===== src/rtl/tdu8_pkg.sv =====
//------------------------------------------------------------------------------
// Tick-driven UART 8N2 - package
// Word kinds, frame counter codes and the result word layout.
//------------------------------------------------------------------------------
package tdu8_pkg;

   typedef enum logic [1:0] {
      KIND_TICK = 2'd0,
      KIND_EDGE = 2'd1,
      KIND_SEND = 2'd2,
      KIND_READ = 2'd3
   } kind_type;

   localparam logic [3:0] CNT_START = 4'd0;
   localparam logic [3:0] CNT_DATA_LAST = 4'd8;
   localparam logic [3:0] CNT_FRAME_LAST = 4'd10;
   localparam logic [3:0] CNT_IDLE = 4'd11;

   localparam int unsigned REQ_DATA_W = 16;
   localparam int unsigned RSP_DATA_W = 16;

   // result word, lowest bit last
   typedef struct packed {
      logic [1:0] pad;
      logic       frame_error;
      logic       tx_complete;
      logic       rx_complete;
      logic [7:0] rx_byte;
      logic       accepted;
      logic       busy_res;
      logic       tx_line;
   } rsp_type;

endpackage


===== src/rtl/tick_driven_uart_8n2_unit.sv =====
//------------------------------------------------------------------------------
// Tick-driven UART 8N2 unit
// One start bit, eight data bits LSB first, two stop bits, one sample a bit.
//------------------------------------------------------------------------------
// Usage:
//   req channel: one word per event. tuser carries the kind (bit tick, rx
//   line edge, send byte, read byte); tdata carries the rx level and the
//   byte to send. A tick samples rx and advances both the receiver and the
//   transmitter by one bit period.
//   rsp channel: one word per request word with the tx line level, busy,
//   accepted flag, read byte and the rx/tx/frame-error status.
//   The response is valid in the cycle after accept; one word per cycle
//   while rsp_tready is high. The state update is a few-bit step done in
//   the accept cycle, so the response register is the only stage.
//   While the response sits unread and rsp_tready is low, req_tready drops;
//   it is high whenever the response register is empty or being drained.
//   Reset puts both the receiver and the transmitter in idle, the tx line
//   high, tx complete set and the response register empty.
//------------------------------------------------------------------------------
module tick_driven_uart_8n2_unit
   import tdu8_pkg::*;
(
   input  logic                  clock,
   input  logic                  reset,
   input  logic                  req_tvalid,
   output logic                  req_tready,
   input  logic [REQ_DATA_W-1:0] req_tdata,  // rx_level, send_byte[8:1], zero pad
   input  logic [1:0]            req_tuser,  // kind
   output logic                  rsp_tvalid,
   input  logic                  rsp_tready,
   output logic [RSP_DATA_W-1:0] rsp_tdata   // tx_line, busy_res, accepted,
                                             // rx_byte[10:3], rx_complete,
                                             // tx_complete, frame_error, pad
);

   logic [3:0] rx_cnt_ff, rx_cnt_in;
   logic [3:0] tx_cnt_ff, tx_cnt_in;
   logic [7:0] rx_shift_ff, rx_shift_in;
   logic [7:0] tx_shift_ff, tx_shift_in;
   logic       rx_done_ff, rx_done_in;
   logic       tx_done_ff, tx_done_in;
   logic       frame_bad_ff, frame_bad_in;
   logic       tx_level_ff, tx_level_in;
   logic       rsp_valid_ff, rsp_valid_in;
   rsp_type    rsp_ff, rsp_in;

   logic       req_fire;
   kind_type   kind;
   logic       level;
   logic [7:0] byte_in;
   logic [2:0] rx_idx;

   assign req_tready = !rsp_valid_ff || rsp_tready;
   assign req_fire   = req_tvalid && req_tready;
   assign kind       = kind_type'(req_tuser);
   assign level      = req_tdata[0];
   assign byte_in    = req_tdata[8:1];
   assign rx_idx     = 3'(rx_cnt_ff - 4'd1);

   always_comb begin
      rx_cnt_in    = rx_cnt_ff;
      tx_cnt_in    = tx_cnt_ff;
      rx_shift_in  = rx_shift_ff;
      tx_shift_in  = tx_shift_ff;
      rx_done_in   = rx_done_ff;
      tx_done_in   = tx_done_ff;
      frame_bad_in = frame_bad_ff;
      tx_level_in  = tx_level_ff;
      rsp_in       = '0;

      unique case (kind)
         KIND_TICK: begin
            // receiver
            if (rx_cnt_ff == CNT_START) begin
               if (level) begin
                  rx_cnt_in = CNT_IDLE;
               end else begin
                  rx_done_in  = 1'b0;
                  rx_shift_in = '0;
                  rx_cnt_in   = rx_cnt_ff + 4'd1;
               end
            end else if (rx_cnt_ff <= CNT_DATA_LAST) begin
               rx_shift_in[rx_idx] = rx_shift_ff[rx_idx] | level;
               rx_cnt_in           = rx_cnt_ff + 4'd1;
            end else if (rx_cnt_ff <= CNT_FRAME_LAST) begin
               if (!level) begin
                  frame_bad_in = 1'b1;
                  rx_done_in   = 1'b0;
                  rx_cnt_in    = CNT_IDLE;
               end else begin
                  if (rx_cnt_ff == CNT_FRAME_LAST) begin
                     rx_done_in   = 1'b1;
                     frame_bad_in = 1'b0;
                  end
                  rx_cnt_in = rx_cnt_ff + 4'd1;
               end
            end
            // transmitter
            if (tx_cnt_ff == CNT_START) begin
               tx_level_in = 1'b0;
               tx_cnt_in   = tx_cnt_ff + 4'd1;
            end else if (tx_cnt_ff <= CNT_DATA_LAST) begin
               tx_level_in = tx_shift_ff[0];
               tx_shift_in = tx_shift_ff >> 1;
               tx_cnt_in   = tx_cnt_ff + 4'd1;
            end else if (tx_cnt_ff <= CNT_FRAME_LAST) begin
               tx_level_in = 1'b1;
               if (tx_cnt_ff == CNT_FRAME_LAST) begin
                  tx_done_in = 1'b1;
               end
               tx_cnt_in = tx_cnt_ff + 4'd1;
            end
            rsp_in.busy_res = (rx_cnt_in <= CNT_FRAME_LAST) ||
                              (tx_cnt_in <= CNT_FRAME_LAST);
         end
         KIND_EDGE: begin
            // low line: start bit already seen, go straight to data
            if (!level) begin
               rx_done_in      = 1'b0;
               rx_shift_in     = '0;
               rx_cnt_in       = CNT_START + 4'd1;
               rsp_in.busy_res = 1'b1;
            end
         end
         KIND_SEND: begin
            if (tx_done_ff) begin
               tx_done_in      = 1'b0;
               tx_shift_in     = byte_in;
               tx_cnt_in       = CNT_START;
               rsp_in.accepted = 1'b1;
            end
         end
         KIND_READ: begin
            if (!frame_bad_ff) begin
               rx_done_in     = 1'b0;
               rsp_in.rx_byte = rx_shift_ff;
            end
         end
         default: begin
         end
      endcase

      rsp_in.tx_line     = tx_level_in;
      rsp_in.rx_complete = rx_done_in;
      rsp_in.tx_complete = tx_done_in;
      rsp_in.frame_error = frame_bad_in;
   end

   assign rsp_valid_in = req_fire || (rsp_valid_ff && !rsp_tready);

   always_ff @(posedge clock) begin
      if (reset) begin
         rx_cnt_ff    <= CNT_IDLE;
         tx_cnt_ff    <= CNT_IDLE;
         rx_shift_ff  <= '0;
         tx_shift_ff  <= '0;
         rx_done_ff   <= 1'b0;
         tx_done_ff   <= 1'b1;
         frame_bad_ff <= 1'b0;
         tx_level_ff  <= 1'b1;
         rsp_valid_ff <= 1'b0;
      end else begin
         rsp_valid_ff <= rsp_valid_in;
         if (req_fire) begin
            rx_cnt_ff    <= rx_cnt_in;
            tx_cnt_ff    <= tx_cnt_in;
            rx_shift_ff  <= rx_shift_in;
            tx_shift_ff  <= tx_shift_in;
            rx_done_ff   <= rx_done_in;
            tx_done_ff   <= tx_done_in;
            frame_bad_ff <= frame_bad_in;
            tx_level_ff  <= tx_level_in;
         end
      end
   end

   always_ff @(posedge clock) begin
      if (req_fire) begin
         rsp_ff <= rsp_in;
      end
   end

   assign rsp_tvalid = rsp_valid_ff;
   assign rsp_tdata  = rsp_ff;

endmodule


===== config.mk =====
export PLATFORM = sky130hd
export DESIGN_NAME = tick_driven_uart_8n2_unit
export DESIGN_NICKNAME = d
export VERILOG_FILES = /design/src/rtl/tdu8_pkg.sv /design/src/rtl/tick_driven_uart_8n2_unit.sv
export SDC_FILE = /design/constraint.sdc
export NUM_CORES = 1
export LEC_CHECK = 0
export BUFFER_PORTS_ARGS = -buffer_cell sky130_fd_sc_hd__buf_2
export CAP_MARGIN = 20
export CORE_MARGIN = 2
export CORE_UTILIZATION = 35
export DETAILED_ROUTE_END_ITERATION = 6
export MAX_ROUTING_LAYER = met4
export PLACE_DENSITY = 0.52
export SYNTH_ARGS = -nofsm -noshare
export SYNTH_HDL_FRONTEND = slang
export SYNTH_SLANG_ARGS = --single-unit

===== constraint.sdc =====
create_clock -name clock -period 4.7 [get_ports clock]
set_input_delay 0.705 -clock clock [delete_from_list [all_inputs] [get_ports clock]]
set_output_delay 0.705 -clock clock [all_outputs]
set_load 0.1 [all_outputs]

Word-level counts from Yosys, hierarchy flattened
Cells that the tools add are included.
Operators by class
  add/subtract/negate cells: 3
  order comparisons: 8
  equality and inequality tests: 10
  multiplexer cells: 53
  bitwise logic cells: 2
  reductions and logical operators: 18
Operators with widths (number)
  $mux W4: 12
  $mux W8: 6
  $pmux W8 S2: 2
  $mux W1: 25
  $le A4 B4 Y1 const B: 6
  $pmux W4 S2: 2
  $reduce_and A3 Y1: 3
  $add A4 B1 Y4 const B: 2
  $bwmux W8: 1
  $eq A4 B4 Y1 const B: 2
  $logic_not A4 Y1: 2
  $ne A2 B2 Y1 const B: 4
  $reduce_and A5 Y1: 1
  $eq A2 B2 Y1 const B: 2
  $lt A3 B4 Y1 const B: 1
  $pmux W1 S2: 2
  $reduce_bool A2 Y1: 2
  $bmux W1 S3: 1
  $demux W1 S3: 1
  $ge A3 B1 Y1 const B: 1
  $logic_and A1 B1 Y1: 3
  $logic_or A1 B1 Y1: 3
  $ne A3 B3 Y1 const B: 1
  $pmux W1 S3: 1
  other kinds (7): 8
Word-level totals
  flip-flop bits (word level): 43
  input bits: 22
  output and inout port bits: 18
  word-level logic and storage cells: 110

Depth between registers and ports, before layout
  depth in word-level cells: 9
  gate-level depth with buffers: 10
  depth with buffers taken out: 7

Least setup slack after synthesis
OpenSTA, ideal clock, no wires.
  kind: register -> register
  start point: register rsp_valid_ff (netlist: rsp_tvalid)
  end point: register rx_cnt_ff[1]
  setup time: 122 ps
  arrival: 2427 ps
  required time: 4578 ps
  setup slack: 2152 ps
  stages on the path, launching flop included: 7
  path buffers: 1
  period minus slack after synthesis: 2548 ps
  cells stage by stage: dfxtp_1 nand2b_1 buf_2 nand2_1 inv_1 nand2_1 a221o_1
On the way
  cells in the longest elaborated chain, start to end: 4
Ends and longest elaborated chain
  start: declaration: RTL line tick_driven_uart_8n2_unit.sv:44  | logic rsp_valid_ff, rsp_valid_in;
  start signal: assignment: RTL line tick_driven_uart_8n2_unit.sv:163  | rsp_valid_ff <= rsp_valid_in;
  $logic_not A1 Y1: RTL line tick_driven_uart_8n2_unit.sv:53  | assign req_tready = !rsp_valid_ff || rsp_tready;
  $logic_or A1 B1 Y1: RTL line tick_driven_uart_8n2_unit.sv:53
  named net req_tready: RTL line tick_driven_uart_8n2_unit.sv:26  | output logic req_tready,
  $logic_and A1 B1 Y1: RTL line tick_driven_uart_8n2_unit.sv:54  | assign req_fire = req_tvalid && req_tready;
  named net req_fire: RTL line tick_driven_uart_8n2_unit.sv:47  | logic req_fire;
  $reduce_and A3 Y1 (no line)
  end signal: assignment: RTL line tick_driven_uart_8n2_unit.sv:165  | rx_cnt_ff <= rx_cnt_in;
  end: declaration: RTL line tick_driven_uart_8n2_unit.sv:36  | logic [3:0] rx_cnt_ff, rx_cnt_in;
The timed path passes the listed nets, and every way through them passes these cells.
A chain may end at the register's enable or synchronous reset.

Worst setup path after layout
  start point: register rx_cnt_ff[0]
  end point: register rx_shift_ff[5]
On the way
  cells in the longest elaborated chain, start to end: 9
  elaborated cells on any way between the ends: 17
  classes of those cells: add/sub: 1; order compare: 3; eq/ne: 1; mux: 8; bitwise: 1; reduce/logical: 3
Ends and longest elaborated chain
  $sub A3 B1 Y3: RTL line tick_driven_uart_8n2_unit.sv:58  | assign rx_idx = 3'(rx_cnt_ff - 4'd1);
  $lt A3 B4 Y1 (implied by the code) or $ge A3 B1 Y1 (tied branches): RTL line tick_driven_uart_8n2_unit.sv:83  | rx_shift_in[rx_idx] = rx_shift_ff[rx_idx] | level;
  $logic_and A1 B1 Y1 (implied by the code): RTL line tick_driven_uart_8n2_unit.sv:83
  $mux W1 (implied by the code): RTL line tick_driven_uart_8n2_unit.sv:83
  $demux W1 S3: RTL line tick_driven_uart_8n2_unit.sv:83
  $bwmux W8: RTL line tick_driven_uart_8n2_unit.sv:83
  $mux W8: RTL line tick_driven_uart_8n2_unit.sv:82  | end else if (rx_cnt_ff <= CNT_DATA_LAST) begin
  $mux W8: RTL line tick_driven_uart_8n2_unit.sv:74  | if (rx_cnt_ff == CNT_START) begin
  $pmux W8 S2: RTL line tick_driven_uart_8n2_unit.sv:71  | unique case (kind)
  end signal: assignment: RTL line tick_driven_uart_8n2_unit.sv:167  | rx_shift_ff <= rx_shift_in;
  end: declaration: RTL line tick_driven_uart_8n2_unit.sv:38  | logic [7:0] rx_shift_ff, rx_shift_in;
Parallel ways exist; a longest one is shown, timed or not. The select of a mux whose other input is x is not followed.

==> impl_metrics.yaml <==
cts:
  cts_tree: "yes"
  cts.sink_count: 43
  htreeDepth: 2
  numCtsBuffers: 5
  clk_latency_ns: 0.29
  path_clk_slew_ns: 0.08
  cts_resized: 0
  clockBufferDepth: 2
  holdBufCountCts: 0
  ctsRootBufferMaster: "clkbuf_8"
  cts_setup_buffers: 0
sta:
  rsz0062_at_grt: "no"
  fin_worst_skew_ns: 0.00678
  drv_slew: 0
  relSlewSlack_pct: 41.9
  worst_pin_slew_ns: 0.862
  fmax_mhz: 369
  period_needed_ns: 2.71
  final-hold-violation-count: 0
  holdWs_ns: 0.499
  setup_viol: 0
  tns_ns: 0
  period_share_pct: 57.6
worst_setup_path:
  crit_fanout: 19
  critical_path.cell_chain: "inv_1, ha_1, mux2_2, a31oi_1, o311ai_1, mux2i_1, nor2_1"
  critPathArrivalTime_ns: 2.86
  start_kind: "flop"
  critPathSlowestCell: "dfxtp_1"
  r2r_slack_ns: 1.99
  setup.worst_path.end_class: "flop"
  required_ns: 4.85
  cp_slowest_stage_delay_ns: 0.72
  critPathLaunch: "rx_cnt_ff[0]"
  crit_type: "flop to flop"
  r2r-start: "rx_cnt_ff[0]"
synthesis:
  synthCells: 252
  yosysSeqAreaShare_pct: 42.5
  ys_seq_elements: 43
  synthArstFlopShare_pct: 0
  synth.cell_area_um2: 2350
  ys_warn_count: 0
  syn_avg_cell_area_um2: 9.34
  yosysUniqueCellTypes: 57
  synth_flop_cell: "dfxtp_1"
  synth_edf_count: 14
pwr:
  ir_drop_mv: 0.122
  p_per_area_nw_per_um2: 317
  p_leak_uw: 0.00101
run_status:
  status: "completed"
drt:
  drc_errors: 0
  ant_nets: 0
  routedWlPerCell_um: 13.9
  wirelength_mm: 4.84
  drt_pass1_iterations: 4
  vias_per_cell: 5.28
  drt_iter0_drc: 92
  dr_total_vias: 1842
min_path:
  hold_path_class: "flop to flop"
  hold_path_startpoint: "tx_shift_ff[3]"
die:
  die-area_um2: 7400
  rows: 29
  ios: 40
  die_w_um: 86
  die_h_um: 86
  start_util_pct: 36.6
  coreArea_um2: 6420
global_routing:
  grt_pass1_vias: 1634
  grt_max_degree: 20
  grt-ovfl-total: 0
  grt_usage_pct: 14.4
  antenna_found_initial: 0
  grt_pass1_wl_mm: 8.23
layout:
  area_delta_synth_final_pct: 10.5
  nets: 297
  diodes: 0
  nFillCells: 670
  regArea_um2: 1000
  multi_input_area_um2: 1220
  drive_above_1_share_pct: 18.4
place:
  portBuffers: 30
  gp_congestion: 0.799
  dpl.hpwl_mm: 3.39
flow_run:
  cap_viol_max_count: 0
## cell usage in the layout, fill, tap and decap left out, drive strengths merged, types with 2 or more instances in the layout
cell | synthesis | routed
a211oi | 10 | 10
a21boi | 2 | 2
a21o | 2 | 2
a21oi | 11 | 11
a221o | 2 | 2
a31oi | 4 | 4
a41oi | 2 | 2
and2 | 12 | 12
buf | 13 | 31
clkbuf | 7 | 7
conb | 1 | 2
dfxtp | 29 | 29
edfxtp | 14 | 14
ha | 4 | 4
inv | 10 | 10
mux2 | 2 | 2
mux2i | 14 | 14
nand2 | 15 | 15
nand2b | 9 | 9
nand3 | 2 | 2
nand4 | 2 | 2
nor2 | 32 | 32
nor2b | 4 | 4
nor3 | 8 | 8
nor4 | 3 | 3
o21ai | 11 | 11
o311ai | 3 | 3
or3 | 4 | 4
xor2 | 2 | 2
## state kept, by name (all words and copies together) (netlist names)
name,cells
rx_cnt_ff,4
tx_done_ff,1
frame_bad_ff,1
rsp_tdata,14
rsp_tvalid,1
tx_shift_ff,8
rx_done_ff,1
tx_cnt_ff,4
rx_shift_ff,8
tx_level_ff,1
## final timing paths
kind                            depth (start not counted)              to
worst max-delay path                                    7  rx_shift_ff[5]
worst min-delay path                                    2  tx_shift_ff[3]
worst max register to register                          7  rx_shift_ff[5]
worst min register to register                          2  tx_shift_ff[3]
## stage by stage
stage               util [%]  instances  total power, µW  area, µm²  setup slack (ns)
floorplan                  -        253              561       2360              2.15
global placement        38.9        340              588       2500              2.04
detailed placement      38.9        340              588       2500              2.03
CTS                     40.4        348              833       2590              2.01
global route            40.5        349              870       2600              1.77
finish                  40.5        349              825       2600              1.99
## power breakdown
part	internal [µW]	switching [µW]	leakage, µW	total [µW]
Combinational	44.5	120	0.000588	165
Sequential	400	14.7	0.000375	415
Clock	119	126	0.0000482	245
Total	564	261	0.00101	825
## cells in the mapped netlist (all sizes together), types with 4 or more instances
cell type	n	area, µm²
a211oi	10	90.1
a21oi	11	55.1
a31oi	4	25.0
and2	12	75.1
buf	13	75.1
clkbuf	7	27.5
dfxtp	29	581
edfxtp	14	420
ha	4	50.1
inv	10	37.5
mux2i	14	140
nand2	15	56.3
nand2b	9	56.3
nor2	32	128
nor2b	4	32.5
nor3	8	40.0
o21ai	11	55.1
or3	4	25.0
## worst max-delay path, delay by kind of cell, from the launching register on
kind | cells | cell delay (ns)
adders and majority gates | 1 | 0.46
muxes | 2 | 0.57
buffers and inverters | 1 | 0.17
DFF | 1 | 0.72
AOI/OAI and AO/OA | 2 | 0.59
and+or+nand+nor | 1 | 0.05
## area by class of cell
cell class                 instances  area share [%]
clock inverter                     1           0.192
sequential                        43            38.5
multi-input combinational        180            46.8
timing repair buffer              31            6.06
clock buffer                       7            3.32
tap                               77            3.71
inverter                          10            1.44
## layer usage
metal,up-vias,global-route usage [%],wire (µm)
met5,-,-,0
met4,0,4.33,59
met3,6,2.69,271
met2,48,20.2,2060
met1,845,21.1,2450
li1,943,-,-
## kinds of logic (layout without fill, tap and decap cells)
logic type / after synthesis / in the layout / synth area share [%]
buffers and inverters: 30 / 49 / 5.95
AOI/OAI and AO/OA: 57 / 57 / 18.0
xor gates and xnor gates: 3 / 3 / 1.12
muxes: 17 / 17 / 7.87
other: 1 / 2 / 0.159
DFF: 43 / 43 / 42.5
adders and majority gates: 4 / 4 / 2.13
and+or+nand+nor: 97 / 97 / 22.2
Power figures use the tool's default switching activity.
